File: src/hdl/gf2ip_pkg.sv
// shared types and constants for the gf(2) irreducible polynomial search
// no dependencies; compiled first
package gf2ip_pkg;

	// payload and register widths
	localparam int HOW_MANY_W  = 7;
	localparam int POLY_OUT_W  = 32;
	localparam int WINDOW_W    = 16;
	localparam int CFG_DATA_W  = 32;
	localparam int CFG_INDEX_W = 1;

	// configuration register indexes
	localparam logic [CFG_INDEX_W-1:0] REG_START_CANDIDATE = 1'b0;
	localparam logic [CFG_INDEX_W-1:0] REG_SEARCH_WINDOW   = 1'b1;

	// reset values
	localparam logic [CFG_DATA_W-1:0] RESET_START  = 32'd2;
	localparam logic [WINDOW_W-1:0]   RESET_WINDOW = 16'd5000;

	// trial division unit states
	typedef enum logic [1:0] {
		T_IDLE,
		T_SCAN,
		T_CHECK,
		T_DIV
	} trial_state_t;

	// search sequencer states
	typedef enum logic [2:0] {
		S_IDLE,
		S_BEGIN,
		S_LAUNCH,
		S_WAIT,
		S_OUT
	} search_state_t;

	// verdict from the trial division unit
	typedef struct packed {
		logic done;
		logic irred;
	} trial_status_t;

endpackage

File: src/hdl/gf2ip_if.sv
// request and result channel interfaces for the irreducible polynomial search
// depends on gf2ip_pkg
interface gf2ip_req_if import gf2ip_pkg::*; ();
	logic                  valid;
	logic                  ready;
	logic [HOW_MANY_W-1:0] how_many;

	modport source (output valid, output how_many, input ready);
	modport sink (input valid, input how_many, output ready);
endinterface

interface gf2ip_res_if import gf2ip_pkg::*; ();
	logic                  valid;
	logic                  ready;
	logic [POLY_OUT_W-1:0] poly;
	logic                  found;
	logic                  last;

	modport source (output valid, output poly, output found, output last, input ready);
	modport sink (input valid, input poly, input found, input last, output ready);
endinterface

File: src/hdl/gf2ip_trial_div.sv
// irreducibility test of one candidate by bit-serial gf(2) trial division
// depends on gf2ip_pkg
module gf2ip_trial_div import gf2ip_pkg::*; #(
	parameter int POLY_WIDTH = 32
) (
	input  logic                  clk,
	input  logic                  arst_n,
	input  logic                  start,
	input  logic [POLY_WIDTH-1:0] cand,
	output trial_status_t         status
);

	localparam int DW = $clog2(POLY_WIDTH);

	trial_state_t state_q, state_d;

	logic [POLY_WIDTH-1:0] c_q, d_q, r_q;
	logic [DW-1:0]         pos_q, dc_q, dd_q, i_q;

	logic [POLY_WIDTH-1:0] shifted, r_next, d_inc;
	logic                  dd_bump, lim_hit, c_small;

	// one long-division step: bring down the next candidate bit, subtract divisor
	assign shifted = {r_q[POLY_WIDTH-2:0], c_q[i_q]};
	assign r_next  = shifted[dd_q] ? (shifted ^ d_q) : shifted;
	assign d_inc   = d_q + POLY_WIDTH'(1);
	assign dd_bump = (d_inc & d_q) == '0;
	assign lim_hit = dd_q > (dc_q >> 1);
	assign c_small = c_q < POLY_WIDTH'(2);

	// state register
	always_ff @(posedge clk or negedge arst_n) begin
		if (!arst_n) begin
			state_q <= T_IDLE;
		end else begin
			state_q <= state_d;
		end
	end

	// next state and verdict
	always_comb begin
		state_d      = state_q;
		status.done  = 1'b0;
		status.irred = 1'b0;
		unique case (state_q)
			T_IDLE: begin
				if (start) state_d = T_SCAN;
			end
			T_SCAN: begin
				if (c_small) begin
					status.done = 1'b1;
					state_d     = T_IDLE;
				end else if (c_q[pos_q]) begin
					state_d = T_CHECK;
				end
			end
			T_CHECK: begin
				if (lim_hit) begin
					status.done  = 1'b1;
					status.irred = 1'b1;
					state_d      = T_IDLE;
				end else begin
					state_d = T_DIV;
				end
			end
			T_DIV: begin
				if (i_q == '0) begin
					if (r_next == '0) begin
						status.done = 1'b1;
						state_d     = T_IDLE;
					end else begin
						state_d = T_CHECK;
					end
				end
			end
			default: state_d = T_IDLE;
		endcase
	end

	// datapath: degree scan, divisor walk and remainder
	always_ff @(posedge clk) begin
		case (state_q)
			T_IDLE: begin
				if (start) begin
					c_q   <= cand;
					pos_q <= DW'(POLY_WIDTH - 1);
				end
			end
			T_SCAN: begin
				pos_q <= pos_q - DW'(1);
				dc_q  <= pos_q;
				d_q   <= POLY_WIDTH'(2);
				dd_q  <= DW'(1);
			end
			T_CHECK: begin
				r_q <= '0;
				i_q <= dc_q;
			end
			T_DIV: begin
				r_q <= r_next;
				i_q <= i_q - DW'(1);
				if (i_q == '0) begin
					d_q <= d_inc;
					if (dd_bump) dd_q <= dd_q + DW'(1);
				end
			end
			default: ;
		endcase
	end

endmodule

File: src/hdl/gf2_irreducible_polynomial_search.sv
// steps per result: a begin step, then per candidate a launch, a degree scan from the top bit and
// a trial division for each divisor below 2^(deg/2 + 1), plus a closing check on a hit, all on the
// one bit-serial trial division unit; candidates 0 and 1 end at the scan; a miss after a miss or
// with a zero window goes straight from the begin step to the result beat.
// one request at a time: the next request is taken after the last result beat of this one.
// reset: next candidate 2, search window 5000, sequencer idle, no result pending.
module gf2_irreducible_polynomial_search import gf2ip_pkg::*; #(
	parameter int POLY_WIDTH = 32,
	parameter int MAX_BATCH  = 64
) (
	input  logic                   clk,
	input  logic                   arst_n,
	gf2ip_req_if.sink              req,
	gf2ip_res_if.source            res,
	input  logic                   wr_en,
	input  logic [CFG_INDEX_W-1:0] wr_index,
	input  logic [CFG_DATA_W-1:0]  wr_data
);

	localparam int CNT_W = $clog2(MAX_BATCH + 1);

	search_state_t state_q, state_d;

	logic [POLY_WIDTH-1:0] next_q, cand_q;
	logic [WINDOW_W-1:0]   window_q, t_q, t_next;
	logic [CNT_W-1:0]      left_q, req_count;
	logic                  missed_q, found_q, start;
	logic [POLY_OUT_W-1:0] poly_q;
	logic [63:0]           wr_ext, cand_ext;
	trial_status_t         status;

	// candidate test unit
	gf2ip_trial_div #(
		.POLY_WIDTH(POLY_WIDTH)
	) u_trial (
		.clk    (clk),
		.arst_n (arst_n),
		.start  (start),
		.cand   (cand_q),
		.status (status)
	);

	// request size, saturated to the batch limit
	assign req_count = (req.how_many > HOW_MANY_W'(MAX_BATCH)) ? CNT_W'(MAX_BATCH)
	                                                           : CNT_W'(req.how_many);
	assign t_next    = t_q + WINDOW_W'(1);
	assign wr_ext    = 64'(wr_data);
	assign cand_ext  = 64'(cand_q);

	// result beat
	assign res.valid = state_q == S_OUT;
	assign res.poly  = poly_q;
	assign res.found = found_q;
	assign res.last  = left_q == CNT_W'(1);

	// state register
	always_ff @(posedge clk or negedge arst_n) begin
		if (!arst_n) begin
			state_q <= S_IDLE;
		end else begin
			state_q <= state_d;
		end
	end

	// sequencer next state
	always_comb begin
		state_d   = state_q;
		req.ready = 1'b0;
		start     = 1'b0;
		unique case (state_q)
			S_IDLE: begin
				req.ready = 1'b1;
				if (req.valid && req_count != '0) state_d = S_BEGIN;
			end
			S_BEGIN: begin
				if (missed_q || window_q == '0) state_d = S_OUT;
				else state_d = S_LAUNCH;
			end
			S_LAUNCH: begin
				start   = 1'b1;
				state_d = S_WAIT;
			end
			S_WAIT: begin
				if (status.done) begin
					if (status.irred || t_next == window_q) state_d = S_OUT;
					else state_d = S_LAUNCH;
				end
			end
			S_OUT: begin
				if (res.ready) begin
					if (left_q == CNT_W'(1)) state_d = S_IDLE;
					else state_d = S_BEGIN;
				end
			end
			default: state_d = S_IDLE;
		endcase
	end

	// control registers and configuration
	always_ff @(posedge clk or negedge arst_n) begin
		if (!arst_n) begin
			next_q   <= POLY_WIDTH'(RESET_START);
			window_q <= RESET_WINDOW;
			left_q   <= '0;
			missed_q <= 1'b0;
		end else begin
			if (wr_en) begin
				unique case (wr_index)
					REG_START_CANDIDATE: next_q   <= wr_ext[POLY_WIDTH-1:0];
					REG_SEARCH_WINDOW:   window_q <= wr_data[WINDOW_W-1:0];
				endcase
			end
			case (state_q)
				S_IDLE: begin
					if (req.valid) begin
						left_q   <= req_count;
						missed_q <= 1'b0;
					end
				end
				S_BEGIN: begin
					if (window_q == '0) missed_q <= 1'b1;
				end
				S_WAIT: begin
					if (status.done) begin
						if (status.irred) next_q <= cand_q + POLY_WIDTH'(1);
						else if (t_next == window_q) missed_q <= 1'b1;
					end
				end
				S_OUT: begin
					if (res.ready) left_q <= left_q - CNT_W'(1);
				end
				default: ;
			endcase
		end
	end

	// candidate walk and result payload
	always_ff @(posedge clk) begin
		case (state_q)
			S_BEGIN: begin
				cand_q  <= next_q;
				t_q     <= '0;
				poly_q  <= '0;
				found_q <= 1'b0;
			end
			S_WAIT: begin
				if (status.done) begin
					if (status.irred) begin
						poly_q  <= cand_ext[POLY_OUT_W-1:0];
						found_q <= 1'b1;
					end else begin
						t_q    <= t_next;
						cand_q <= cand_q + POLY_WIDTH'(1);
					end
				end
			end
			default: ;
		endcase
	end

	// the test unit only reports while the sequencer waits for it
	a_done_in_wait: assert property (@(posedge clk) disable iff (!arst_n)
		status.done |-> state_q == S_WAIT)
		else $error("trial unit verdict outside wait");

	// a miss always carries a zero polynomial
	a_miss_zero: assert property (@(posedge clk) disable iff (!arst_n)
		res.valid && !res.found |-> res.poly == '0)
		else $error("miss beat with nonzero polynomial");

	// once a request has missed, no later beat of it reports a hit
	a_miss_sticks: assert property (@(posedge clk) disable iff (!arst_n)
		res.valid && missed_q |-> !res.found)
		else $error("hit reported after a miss");

	// no new request is taken while a result beat is pending
	a_one_request: assert property (@(posedge clk) disable iff (!arst_n)
		res.valid |-> !req.ready)
		else $error("request accepted while result pending");

endmodule

File: src/flat_wrapper.sv
// flat-port wrapper written by rule: the top's interface ports become plain ports
module gf2_irreducible_polynomial_search_flat import gf2ip_pkg::*;
#(
	parameter int POLY_WIDTH = 32,
	parameter int MAX_BATCH  = 64
)
  (clk, arst_n, wr_en, wr_index, wr_data, req_valid, req_how_many, req_ready, res_valid, res_poly, res_found, res_last, res_ready);
  gf2ip_req_if req_i ();
  gf2ip_res_if res_i ();
  input  logic clk;
  input  logic arst_n;
  input  logic wr_en;
  input  logic [CFG_INDEX_W-1:0] wr_index;
  input  logic [CFG_DATA_W-1:0] wr_data;
  input wire logic [$bits(req_i.valid)-1:0] req_valid;
  input wire logic [$bits(req_i.how_many)-1:0] req_how_many;
  output wire logic [$bits(req_i.ready)-1:0] req_ready;
  output wire logic [$bits(res_i.valid)-1:0] res_valid;
  output wire logic [$bits(res_i.poly)-1:0] res_poly;
  output wire logic [$bits(res_i.found)-1:0] res_found;
  output wire logic [$bits(res_i.last)-1:0] res_last;
  input wire logic [$bits(res_i.ready)-1:0] res_ready;
  assign req_i.valid = req_valid;
  assign req_i.how_many = req_how_many;
  assign req_ready = req_i.ready;
  assign res_valid = res_i.valid;
  assign res_poly = res_i.poly;
  assign res_found = res_i.found;
  assign res_last = res_i.last;
  assign res_i.ready = res_ready;
  gf2_irreducible_polynomial_search #(.POLY_WIDTH(POLY_WIDTH), .MAX_BATCH(MAX_BATCH)) u_core (.clk(clk), .arst_n(arst_n), .req(req_i), .res(res_i), .wr_en(wr_en), .wr_index(wr_index), .wr_data(wr_data));
endmodule
File: config.mk
export PLATFORM = sky130hd
export DESIGN_NAME = gf2_irreducible_polynomial_search_flat
export DESIGN_NICKNAME = d
export VERILOG_FILES = /design/src/hdl/gf2ip_pkg.sv /design/src/hdl/gf2ip_if.sv /design/src/hdl/gf2ip_trial_div.sv /design/src/hdl/gf2_irreducible_polynomial_search.sv /design/src/flat_wrapper.sv
export SDC_FILE = /design/constraint.sdc
export NUM_CORES = 1
export LEC_CHECK = 0
export ABC_CLOCK_PERIOD_IN_PS = 8200
export BUFFER_PORTS_ARGS = -buffer_cell sky130_fd_sc_hd__buf_4
export CAP_MARGIN = 10
export CORE_ASPECT_RATIO = 1.1
export CORE_MARGIN = 8
export CORE_UTILIZATION = 45
export DETAILED_ROUTE_END_ITERATION = 10
export PLACE_DENSITY = 0.63
export SYNTH_ARGS = -nofsm -noshare
export SYNTH_HDL_FRONTEND = slang
export SYNTH_HIERARCHICAL = 1
export SYNTH_SLANG_ARGS = --single-unit
export TNS_END_PERCENT = 10
File: constraint.sdc
create_clock -name clk -period 8.2 [get_ports clk]
set_input_delay 0.41 -clock clk [delete_from_list [all_inputs] [get_ports clk]]
set_output_delay 0.41 -clock clk [all_outputs]
set_load 0.1 [all_outputs]
; ---- Word level (Yosys, flattened, before mapping)
; Cells that the tools add are included.
[totals]
output_inout_bits = 36
wordCells = 145
ff_bits = 257
[op_classes]
mux = 65
magnitude_cmp = 6
n_bitwise = 2
n_eq_ne = 21
reduce_logical = 27
add_sub_neg = 7
[op_table]
columns = operator, n
row1 = $mux 32, 11
row2 = $pmux 32 s2, 3
row3 = $add 32x1->32 const B, 2
row4 = $logic_not 32->1, 2
row5 = $pmux 31 s2, 1
row6 = $and 32x32->32, 1
row7 = $lt 32x2->1 const B, 1
row8 = $mux 16, 2
row9 = $pmux 16 s2, 1
row10 = $xor 32x32->32, 1
row11 = $pmux 5 s2, 3
row12 = $mux 7, 3
row13 = $lt 5x6->1 const B, 3
row14 = $reduce_and 3->1, 6
row15 = $mux 1, 17
row16 = $add 16x1->16 const B, 1
row17 = $eq 16x16->1, 1
row18 = $logic_not 16->1, 1
row19 = $bmux 1 s5, 3
row20 = $mux 3, 5
row21 = $mux 5, 3
row22 = $pmux 3 s5, 1
row23 = $mux 2, 7
row24 = $ne 2x1->1 const B, 7
row25 = other kinds (27), 42

; ---- Logic depth before layout (Yosys ltp)
; Gate-level depths: netlist of the first run.
[logic_depth]
ltp_word = 11
mapped_depth = 17
depth_no_buf = 16

; ---- Modules after synthesis
; Netlist of the first run, hierarchy kept.
[modules_own_cells]
columns = module, instances, area_each_um2, cells_each, seq_area_each_um2
row1 = gf2_irreducible_polynomial_search, 1, 7264.5, 689, 3916.3
row2 = gf2ip_trial_div, 1, 7149.4, 657, 3503.4

; ---- Worst setup path before layout of the first run
; OpenSTA, ideal clock, no wires.
[synth_timing]
kind = flip-flop to flip-flop
start = register u_core.u_trial.dd_q[0]
end = register u_core.cand_q[0] (enable)
slack_ns = 2.499
path_stages_with_launch = 12
required_time_ns = 7.731
period_less_slack_ns = 5.701
setup_ns = 0.469
arrival_time_ns = 5.231
path_cell_list = edfxtp_1 buf_6 mux4_2 o21a_1 o311a_1 o31a_1 or4_4 a221oi_2 nand4_1 nand2_1 nand2b_1 a21oi_1
[synth_rtl]
columns = item, line
row1 = from (decl), gf2ip_trial_div.sv:18  ; logic [DW-1:0] pos_q, dc_q, dd_q, i_q;
row2 = from (signal assigned), gf2ip_trial_div.sv:104  ; if (dd_bump) dd_q <= dd_q + DW'(1);
row3 = to (signal assigned), gf2_irreducible_polynomial_search.sv:141  ; cand_q <= next_q;
row4 = to (signal assigned), gf2_irreducible_polynomial_search.sv:153  ; cand_q <= cand_q + POLY_WIDTH'(1);
row5 = to (decl), gf2_irreducible_polynomial_search.sv:24  ; logic [POLY_WIDTH-1:0] next_q, cand_q;

==> results of run 1 <==
## per-layer routing
| layer | up-vias | wire, um | track usage |
|---|---|---|---|
| met5 | - | 0 | 0 |
| met2 | 253 | 17400 | 0.315 |
| met3 | 63 | 1680 | 0.0301 |
| met1 | 5000 | 14800 | 0.227 |
| li1 | 4983 | - | - |
| met4 | 0 | 1090 | 0.0619 |
## Yosys cell counts (4+ instances only)
cell type / count / area, um^2
sky130_fd_sc_hd__a21oi_1: 46 / 230
sky130_fd_sc_hd__a22oi_1: 5 / 37.5
sky130_fd_sc_hd__a31oi_1: 4 / 25.0
sky130_fd_sc_hd__and2_1: 39 / 244
sky130_fd_sc_hd__and3_1: 16 / 100
sky130_fd_sc_hd__and4_1: 6 / 52.6
sky130_fd_sc_hd__buf_2: 4 / 20.0
sky130_fd_sc_hd__buf_6: 4 / 45.0
sky130_fd_sc_hd__clkbuf_1: 46 / 173
sky130_fd_sc_hd__dfrtp_1: 55 / 1380
sky130_fd_sc_hd__dfstp_2: 6 / 158
sky130_fd_sc_hd__edfxtp_1: 196 / 5890
sky130_fd_sc_hd__ha_1: 44 / 551
sky130_fd_sc_hd__inv_1: 50 / 188
sky130_fd_sc_hd__mux2_2: 35 / 394
sky130_fd_sc_hd__mux2i_1: 33 / 330
sky130_fd_sc_hd__mux4_2: 16 / 360
sky130_fd_sc_hd__nand2_1: 173 / 649
sky130_fd_sc_hd__nand2b_1: 17 / 106
sky130_fd_sc_hd__nand3_1: 42 / 210
sky130_fd_sc_hd__nand4_1: 24 / 150
sky130_fd_sc_hd__nor2_1: 141 / 529
sky130_fd_sc_hd__nor2b_1: 9 / 56.3
sky130_fd_sc_hd__nor3_1: 19 / 95.1
sky130_fd_sc_hd__nor4_1: 39 / 244
sky130_fd_sc_hd__o21ai_0: 71 / 355
sky130_fd_sc_hd__o21ai_1: 4 / 20.0
sky130_fd_sc_hd__or2_2: 5 / 31.3
sky130_fd_sc_hd__xnor2_1: 50 / 438
sky130_fd_sc_hd__xor2_1: 62 / 543
## logic make-up (layout without fill, tap and decap cells)
kind of cell,after synthesis,in the layout,synth area share
compound gates,180,180,0.0775
xor+xnor,115,115,0.0727
mux,86,86,0.0789
simple gates,552,552,0.184
fa+ha+maj,44,44,0.0382
buf+inv,112,195,0.0336
flops,257,257,0.515
## sequential cells by signal, indices dropped and copies added (netlist names)
name and count:
u_core/u_trial/r_q 31, u_core/res.found 1, u_core/missed_q 1, u_core/next_q 32, u_core/u_trial/dd_q 5, u_core/window_q 16
u_core/u_trial/c_q 32, u_core/u_trial/d_q 32, u_core/t_q 16, u_core/u_trial/pos_q 5, u_core/u_trial/i_q 5, u_core/u_trial/state_q 2
u_core/res.poly 32, u_core/left_q 7, u_core/state_q 3, u_core/cand_q 32, u_core/u_trial/dc_q 5
## worst paths after layout
path	end	from	cells after the start	slack, ns
worst max-delay path	u_core/res.poly[19]	u_core/u_trial/dd_q[0]	10	3.23
worst min-delay path	u_core/window_q[0]	wr_data[0]	2	0.11
worst max register to register	u_core/res.poly[19]	u_core/u_trial/dd_q[0]	10	3.23
worst min register to register	u_core/u_trial/c_q[26]	u_core/cand_q[26]	0	0.49
max in group asynchronous	u_core/u_trial/state_q[1]	arst_n	2	7.07
min in group asynchronous	u_core/next_q[27]	arst_n	2	0.49
## layout make-up
type / instances / area share
inverters: 51 / 0.0118
flip-flops and latches: 257 / 0.453
well taps: 420 / 0.0321
multi-input cells: 977 / 0.401
clock buffers: 35 / 0.0469
repair buffers: 90 / 0.0414
clock inverters: 19 / 0.0138
## power groups by stage
stage                     logic, uW  registers, uW  clock network, uW
after floorplan                1650           2510                  0
after global routing           2440           2670               1430
after CTS                      2200           2600               1380
final                          2180           2610               1350
after global placement         2140           2610                  0
after detailed placement       2190           2620                  0
## stage by stage
stage	worst slack [ns]	util	power [uW]
after floorplan	2.50	-	4160
after global placement	3.40	0.488	4750
after detailed placement	3.25	0.488	4810
after CTS	3.18	0.520	6180
after global routing	2.94	0.520	6540
final	3.23	0.520	6130
## worst reg2reg max path, stage by stage (launching register included)
cell	delay, ns
sky130_fd_sc_hd__edfxtp_1	0.65
sky130_fd_sc_hd__mux4_1	0.63
sky130_fd_sc_hd__mux2_2	0.28
sky130_fd_sc_hd__o211ai_1	0.47
sky130_fd_sc_hd__nor3_1	0.24
sky130_fd_sc_hd__or4_4	0.56
sky130_fd_sc_hd__a221oi_2	0.30
sky130_fd_sc_hd__nand4_1	0.19
sky130_fd_sc_hd__nand2_1	0.20
sky130_fd_sc_hd__nand2_1	0.16
sky130_fd_sc_hd__a21oi_4	0.89
==> results_dict.tcl, run 1 <==
set metrics [dict create \
    cts_buffers 29 \
    clk_root_buffer_cell "sky130_fd_sc_hd__clkbuf_16" \
    tritoncts "done" \
    clock_latency_ns 0.55 \
    yosys.cell_types.count 82 \
    groute.usage.overall 0.181 \
    post_route_antenna_net_violation_count 0 \
    n_fill_cell 2880 \
    total_wire_length_after_detailed_routing_um 34900 \
    die_height_um 204 \
    layout.area.seq_um2 7420 \
    multiInputGateArea_um2 6570 \
    startpoint_type "flip-flop" \
    layout.cells.most_common_list "sky130_fd_sc_hd__edfxtp_1 (196), sky130_fd_sc_hd__nand2_1 (172), sky130_fd_sc_hd__nor2_1 (140)" \
    clockBufferDepth 3 \
    cp-end-kind "flip-flop" \
    synth_enable_flop_cells 196 \
    routed_wire_length_per_instance_um 18.9 \
    place.detailed.instances 1794 \
    actual_slew_at_the_worst_max_slew_pin_ns 1.09 \
    tcrit_tclk_final 0.607 \
    num-nets-final 1495 \
    pwr_density_cell_nw_per_um2 374 \
    post_cts_gate_resize_count 0 \
    slew_viol_final 0 \
    ys_seq_elements 257 \
    switching_share 0.392 \
    timing.slew.headroom 0.269 \
    syn_std_cell_area_um2 14400 \
    place.gp.congestion 0.909 \
    sum_neg_setup_slack_ns 0 \
    vias 10300 \
    cp.required_ns 8.36 \
    post-cts-setup-buffers 0 \
    grt_pass1_wl_um 56400 \
    fraction_of_power_consumed_by_the_clock_network 0.220 \
    fraction_of_the_yosys_area_taken_by_sequential_cells 0.515 \
    timing.max_cap.violations 0 \
    cp.buffers_inverters 0 \
    i_o_pins 81 \
    die_width_um 187 \
    post_route_cells_drive_above_1_share 0.155 \
    classification_of_the_worst_setup_path "flip-flop to flip-flop" \
    final_standard_cell_area_without_fillers_um2 16400 \
    drtPass1Iterations 5 \
    filler_free_cell_count_of_the_finished_design 1849 \
    sink_count 257 \
    synth.net_count 1435 \
    cpPeakStageDelay_ns 0.89 \
    path_max_fanout 33 \
    layout_min_cycle_time_ns 4.97 \
    power.share.sequential 0.425 \
    maximum_clock_skew_at_final_layout_ns 0.0125 \
    grt_pass1_vias 10300 \
    htree_num_levels 1 \
    finalSetupViolations 0 \
    cells_after_synthesis 1346 \
    cpMostUsedCell "sky130_fd_sc_hd__nand2_1" \
    final.hold.worst_slack_ns 0.106 \
    p_switching_uw 2400 \
    die-area_um2 38000 \
    run_status "finished clean" \
    timing.critical_path.arrival_ns 5.14 \
    crit_family "compound AO/OA/AOI/OAI gates" \
    cts.hold.buffers_added 1 \
    portBuffers 80 \
    dominantRegCellSynth "sky130_fd_sc_hd__edfxtp_1" \
    drt_first_iter_violations 821 \
    core_area_um2 31500 \
    start_util 0.458 \
    rows 68 \
    yosys_warnings 6 \
    synth.avg_cell_area_um2 10.7 \
    layout-area-overhead-vs-synth_pct 13.6 \
    cell_area_after_placement_um2 15400 \
    global_route.overflow_total 0 \
    worst_path_max_delay_cell "sky130_fd_sc_hd__a21oi_4" \
    share_comb_of_total_power 0.355 \
    fmaxAchievable_ghz 0.201 \
    hpwlAfterDp_um 24900 \
    most_frequent_standard_cell_in_the_layout_excluding_fill_and_tap_cells "sky130_fd_sc_hd__edfxtp_1" \
    async_reset_ff_frac 0.237 \
    total_leakage_power_uw 0.00618 \
    peakVddDrop_mv 0.207 \
    grt_setup_unrepaired "false" \
    drc 0 \
    avgViaCountPerCell 5.57 \
    cts.reportedPaths.clkPinSlew_ns 0.06 \
    hold_viol_final 0 \
    worstHoldPathType "primary input to flip-flop" \
    path_cells "mux4_1 -> mux2_2 -> o211ai_1 -> nor3_1 -> or4_4 -> a221oi_2 -> nand4_1 -> nand2_1 -> nand2_1 -> a21oi_4" \
    antenna_found_initial 0 \
    internal-power_uw 3730 \
    largest_net_degree_at_the_start_of_global_routing 74 \
    num_antenna_cells 0 \
]
No activity file was read; power rests on OpenSTA's default activity.
==> inputs of run 2 (changes only) <==
- ABC_CLOCK_PERIOD_IN_PS: 8200 -> 4160
- PLACE_DENSITY: 0.63 -> 0.65
- clock period: 8.2 -> 4.16 ns (I/O delays scaled with it)
==> results_dict.tcl, run 2 (synthesis gave the netlist of run 1 again) <==
set metrics [dict create \
    run_status "finished clean" \
    final_core_utilization 0.541 \
    grt_setup_unrepaired "false" \
    vias 10600 \
    groute.usage.overall 0.184 \
    worstHoldPathType "primary input to flip-flop" \
    rows 68 \
    tritoncts "done" \
    layout.cells.most_common_list "sky130_fd_sc_hd__edfxtp_1 (196), sky130_fd_sc_hd__nand2_1 (171), sky130_fd_sc_hd__nor2_1 (140)" \
    clockBufferDepth 3 \
    finalSetupViolations 0 \
    worst_hold_path.num_cells 4 \
    path_cells "mux4_1 -> mux2_2 -> o211ai_1 -> buf_4 -> o21ai_0 -> a2111o_1 -> a211oi_1 -> nand4_1 -> nand2_2 -> nand2b_1 -> a21oi_4 -> buf_12" \
    final.hold.worst_slack_ns 0.0353 \
    global_route.overflow_total 0 \
    post_route_cells_drive_above_1_share 0.175 \
    drc 0 \
    routed_wire_length_per_instance_um 18.7 \
    timing.hold.worst.start "wr_data[29]" \
    timing.max_cap.violations 0 \
    routed.top_layer "met4" \
    timing.critical_path.arrival_ns 4.16 \
    place.gp.congestion 0.946 \
    cp.required_ns 4.39 \
    avgViaCountPerCell 5.55 \
    hold_viol_final 0 \
    i_o_pins 81 \
    num-nets-final 1561 \
    htree_num_levels 1 \
    antenna_found_initial 0 \
    total_leakage_power_uw 0.00652 \
    hpwlAfterDp_um 25200 \
    fmaxAchievable_ghz 0.254 \
    cpPeakStageDelay_ns 0.57 \
    die_width_um 187 \
    clk_root_buffer_cell "sky130_fd_sc_hd__clkbuf_16" \
    tcrit_tclk_final 0.945 \
    ff2ff_setup_slack_ns 0.23 \
    num_antenna_cells 0 \
    startpoint_type "flip-flop" \
    path_max_fanout 48 \
    layout_min_cycle_time_ns 3.93 \
    core_area_um2 31500 \
    met2RoutedLength_um 17700 \
    sink_count 257 \
    filler_free_cell_count_of_the_finished_design 1914 \
    timing.slew.headroom 0.314 \
    total_wire_length_after_detailed_routing_um 35700 \
    drt_first_iter_violations 735 \
    cts_buffers 29 \
    actual_slew_at_the_worst_max_slew_pin_ns 1.03 \
    met3_length_um 1550 \
    classification_of_the_worst_setup_path "flip-flop to flip-flop" \
    cp-end-kind "flip-flop" \
    slew_viol_final 0 \
    die-area_um2 38000 \
    clock_latency_ns 0.56 \
    route.layer.met1.wl_um 15200 \
    place.detailed.instances 1823 \
    cts.reportedPaths.clkPinSlew_ns 0.06 \
    die_height_um 204 \
    post_route_antenna_net_violation_count 0 \
    pwr_density_cell_nw_per_um2 728 \
    timing.hold.worst_endpoint "u_core/next_q[29]" \
    grt_pass1_wl_um 57400 \
    start_util 0.458 \
    maximum_clock_skew_at_final_layout_ns 0.0186 \
    peakVddDrop_mv 0.454 \
    drtPass1Iterations 5 \
    largest_net_degree_at_the_start_of_global_routing 74 \
    worstRegToRegCells 12 \
    portBuffers 80 \
    worst_path_max_delay_cell "sky130_fd_sc_hd__mux4_1" \
    timing.rr.start "u_core/u_trial/dd_q[0]" \
    sum_neg_setup_slack_ns 0 \
    grt_pass1_vias 10600 \
    terminus_of_the_critical_flop_to_flop_path "u_core/cand_q[24]" \
    layout-area-overhead-vs-synth_pct 18.2 \
    most_frequent_standard_cell_in_the_layout_excluding_fill_and_tap_cells "sky130_fd_sc_hd__edfxtp_1" \
    total_power_uw 12400 \
]
[run 2: changes by cell type in the layout (fill, tap and decap cells not counted), sizes merged, moves of 2 or more]
| cell | change |
|---|---|
| buf | +37 |
| bufinv | -3 |
| clkbuf | +7 |
| clkinv | -6 |
| dlygate4sd3 | +29 |
| inv | +2 |
[run 2: through the flow]
step,setup slack (ns),cell area [um^2]
floorplan,-0.0620,14400
global placement,0.187,15600
detailed placement,0.187,15600
CTS,0.144,16900
global route,0.0500,17000
finish,0.228,17000
[run 2: worst max-delay path by stage]
stage | startpoint | to | slack, ns | cells past startpoint
final | u_core/u_trial/dd_q[0] | u_core/cand_q[24] | 0.23 | 12
after global placement | u_core/u_trial/dd_q[0] | u_core/res.poly[19] | 0.19 | 12
after global routing | u_core/u_trial/dd_q[0] | u_core/cand_q[0] | 0.05 | 12
after CTS | u_core/u_trial/dd_q[0] | u_core/res.poly[19] | 0.14 | 12
after floorplan | u_core/u_trial/dd_q[0] | u_core/res.found | -0.06 | 11
after detailed placement | u_core/u_trial/dd_q[0] | u_core/res.poly[19] | 0.19 | 12
[run 2: power breakdown]
part	leakage (uW)	switching (uW)	internal (uW)
sequential	0.00256	988	4030
combinational	0.00347	2790	1930
clock	0.000499	1050	1620
total	0.00652	4820	7580
[run 2: cell type report]
cell class,count,area [um^2]
clock buffer,42,898
clock inverter,11,118
fill,2728,14400
inverter,51,193
multi-input combinational,977,6570
sequential,257,7420
tap,420,526
timing repair buffer,156,1310
[run 2: worst max-delay path, delay by kind of cell (launching register included)]
family,cells,cell delay (ns)
AND/OR/NAND/NOR,3,0.53
AO/OA/AOI/OAI,5,1.23
flip-flops,1,0.46
multiplexers,2,0.86
buffers and inverters,2,0.48
[run 2: repair_timing]
action | in CTS | in global routing
endpoints found under the hold margin | 92 | 0
hold buffers | 30 | 0
endpoints found under the setup margin | 0 | 82
gates resized for setup | 0 | 1
setup buffers | 0 | 7
[run 2: layer usage]
layer / GRT usage / vias up
met3: 0.0249 / 69
met5: 0 / -
met2: 0.322 / 287
met1: 0.229 / 5156
li1: - / 5116
met4: 0.0709 / 0
==> inputs of run 3 (changes only) <==
- CORE_UTILIZATION: 45 -> 55
- PLACE_DENSITY: 0.65 -> 0.77
- SLEW_MARGIN: unset -> 40
==> results_dict.tcl, run 3 (synthesis gave the netlist of run 1 again) <==
set metrics [dict create \
    routed_wire_length_per_instance_um 19.1 \
    worstHoldPathType "primary input to flip-flop" \
    tcrit_tclk_final 0.962 \
    startpoint "u_core/u_trial/dd_q[0]" \
    grt_pass1_wl_um 56700 \
    finalSetupViolations 0 \
    timing.max_cap.violations 0 \
    sink_count 257 \
    crit_family "compound AO/OA/AOI/OAI gates" \
    layout.cells.most_common_list "sky130_fd_sc_hd__edfxtp_1 (196), sky130_fd_sc_hd__nand2_1 (172), sky130_fd_sc_hd__nor2_1 (140)" \
    vias 10800 \
    start_util 0.556 \
    global_route.overflow_total 0 \
    drt_first_iter_violations 950 \
    terminus_of_the_critical_flop_to_flop_path "u_core/cand_q[24]" \
    filler_free_cell_count_of_the_finished_design 1830 \
    slew_viol_final 0 \
    startpoint_type "flip-flop" \
    actual_slew_at_the_worst_max_slew_pin_ns 0.746 \
    num_antenna_cells 0 \
    layout-area-overhead-vs-synth_pct 16.0 \
    grt_pass1_vias 10800 \
    peakVddDrop_mv 0.414 \
    multiInputGateArea_um2 6570 \
    worst_path_max_delay_cell "sky130_fd_sc_hd__mux4_1" \
    drtPass1Iterations 5 \
    run_status "finished clean" \
    cts.reportedPaths.clkPinSlew_ns 0.06 \
    total_wire_length_after_detailed_routing_um 35000 \
    cp.required_ns 4.37 \
    die_height_um 186 \
    classification_of_the_worst_setup_path "flip-flop to flip-flop" \
    avgViaCountPerCell 5.93 \
    clockBufferDepth 3 \
    post_route_antenna_net_violation_count 0 \
    pwr_density_cell_nw_per_um2 724 \
    timing.rr.start "u_core/u_trial/dd_q[0]" \
    largest_net_degree_at_the_start_of_global_routing 74 \
    drc 0 \
    cts_buffers 27 \
    cp-end-kind "flip-flop" \
    path_cells "mux4_1 -> mux2_2 -> o211ai_1 -> buf_4 -> o21ai_0 -> a2111o_1 -> a211oi_1 -> nand4_1 -> nand2_1 -> nand2b_1 -> a21oi_4 -> buf_12" \
    worstRegToRegCells 12 \
    place.detailed.instances 1751 \
    cpPeakStageDelay_ns 0.59 \
    grt_setup_unrepaired "false" \
    post_route_cells_drive_above_1_share 0.167 \
    die_width_um 170 \
    die-area_um2 31600 \
    hpwlAfterDp_um 24100 \
    layout.area.seq_um2 7420 \
    maximum_clock_skew_at_final_layout_ns 0.00906 \
    timing.slew.headroom 0.503 \
    groute.usage.overall 0.224 \
    cp.buffers_inverters 2 \
    rows 62 \
    total_leakage_power_uw 0.00642 \
    clk_root_buffer_cell "sky130_fd_sc_hd__clkbuf_16" \
    path_max_fanout 48 \
    timing.critical_path.to "u_core/cand_q[24]" \
    portBuffers 80 \
    fmaxAchievable_ghz 0.250 \
    final_standard_cell_area_without_fillers_um2 16700 \
    ff2ff_setup_slack_ns 0.16 \
    layout_min_cycle_time_ns 4.00 \
    antenna_found_initial 0 \
    core_area_um2 25900 \
    place.gp.congestion 0.963 \
    cell_area_after_placement_um2 15500 \
    n_fill_cell 2018 \
    timing.critical_path.arrival_ns 4.22 \
    crit_cells 12 \
    hold_viol_final 0 \
    sum_neg_setup_slack_ns 0 \
    clock_latency_ns 0.54 \
    i_o_pins 81 \
    most_frequent_standard_cell_in_the_layout_excluding_fill_and_tap_cells "sky130_fd_sc_hd__edfxtp_1" \
    tritoncts "done" \
    num-nets-final 1546 \
    htree_num_levels 1 \
]
[run 3: cell count changes in the layout (fill, tap and decap cells not counted), sizes merged]
| cell | before | now |
|---|---|---|
| inv | 53 | 55 |
| clkinv | 5 | 8 |
| buf | 126 | 114 |
| dlygate4sd3 | 30 | 29 |
| clkinvlp | 2 | 1 |
| clkbuf | 42 | 35 |
[run 3: area by class of cell]
type	count	share of cell area
multi-input combinational	977	0.393
tap	352	0.0263
clock inverter	15	0.00800
sequential	257	0.444
timing repair buffer	143	0.0717
inverter	51	0.0115
clock buffer	35	0.0459
[run 3: worst min-delay path by stage]
stage / start / depth (start not counted) / end
CTS: res_ready / 4 / u_core/state_q[2]
global placement: arst_n / 1 / u_core/next_q[22]
finish: wr_data[30] / 4 / u_core/next_q[30]
global route: wr_data[29] / 4 / u_core/next_q[29]
detailed placement: arst_n / 1 / u_core/next_q[27]
floorplan: arst_n / 0 / u_core/left_q[0]
[run 3: timing repair]
item	4_1_cts	5_1_grt
buffers inserted	0	0
endpoints found under the hold margin	88	0
setup endpoints to repair	0	0
resized for setup	0	0
hold buffers	29	0
[run 3: routing by layer]
layer	up-vias	global-route usage	wire length, um
li1	5078	-	-
met1	5294	0.276	13800
met2	399	0.392	17800
met3	77	0.0367	2230
met4	0	0.0794	1190
met5	-	0	0
[run 3: where the power goes]
group          leakage, uW  internal (uW)  switching (uW)
sequential         0.00256           4030            1020
clock             0.000455           1430            1010
combinational      0.00341           1870            2750
total              0.00642           7320            4780
[run 3: worst min-delay path, delay by kind of cell]
kind                   cells  cell delay (ns)
AND/OR/NAND/NOR            1             0.03
AO/OA/AOI/OAI              1             0.09
multiplexers               1             0.13
buffers and inverters      1             0.08
[run 3: metrics by stage]
step	setup WS [ns]	utilization	hold WS (ns)	total power (uW)
2_1_floorplan	-0.0620	-	-0.0876	8190
3_3_place_gp	0.279	0.599	0.350	9450
3_5_place_dp	0.177	0.599	0.348	9620
4_1_cts	0.180	0.645	0.0128	12100
5_1_grt	0.00193	0.645	0.0299	12900
6_report	0.157	0.645	0.0382	12100
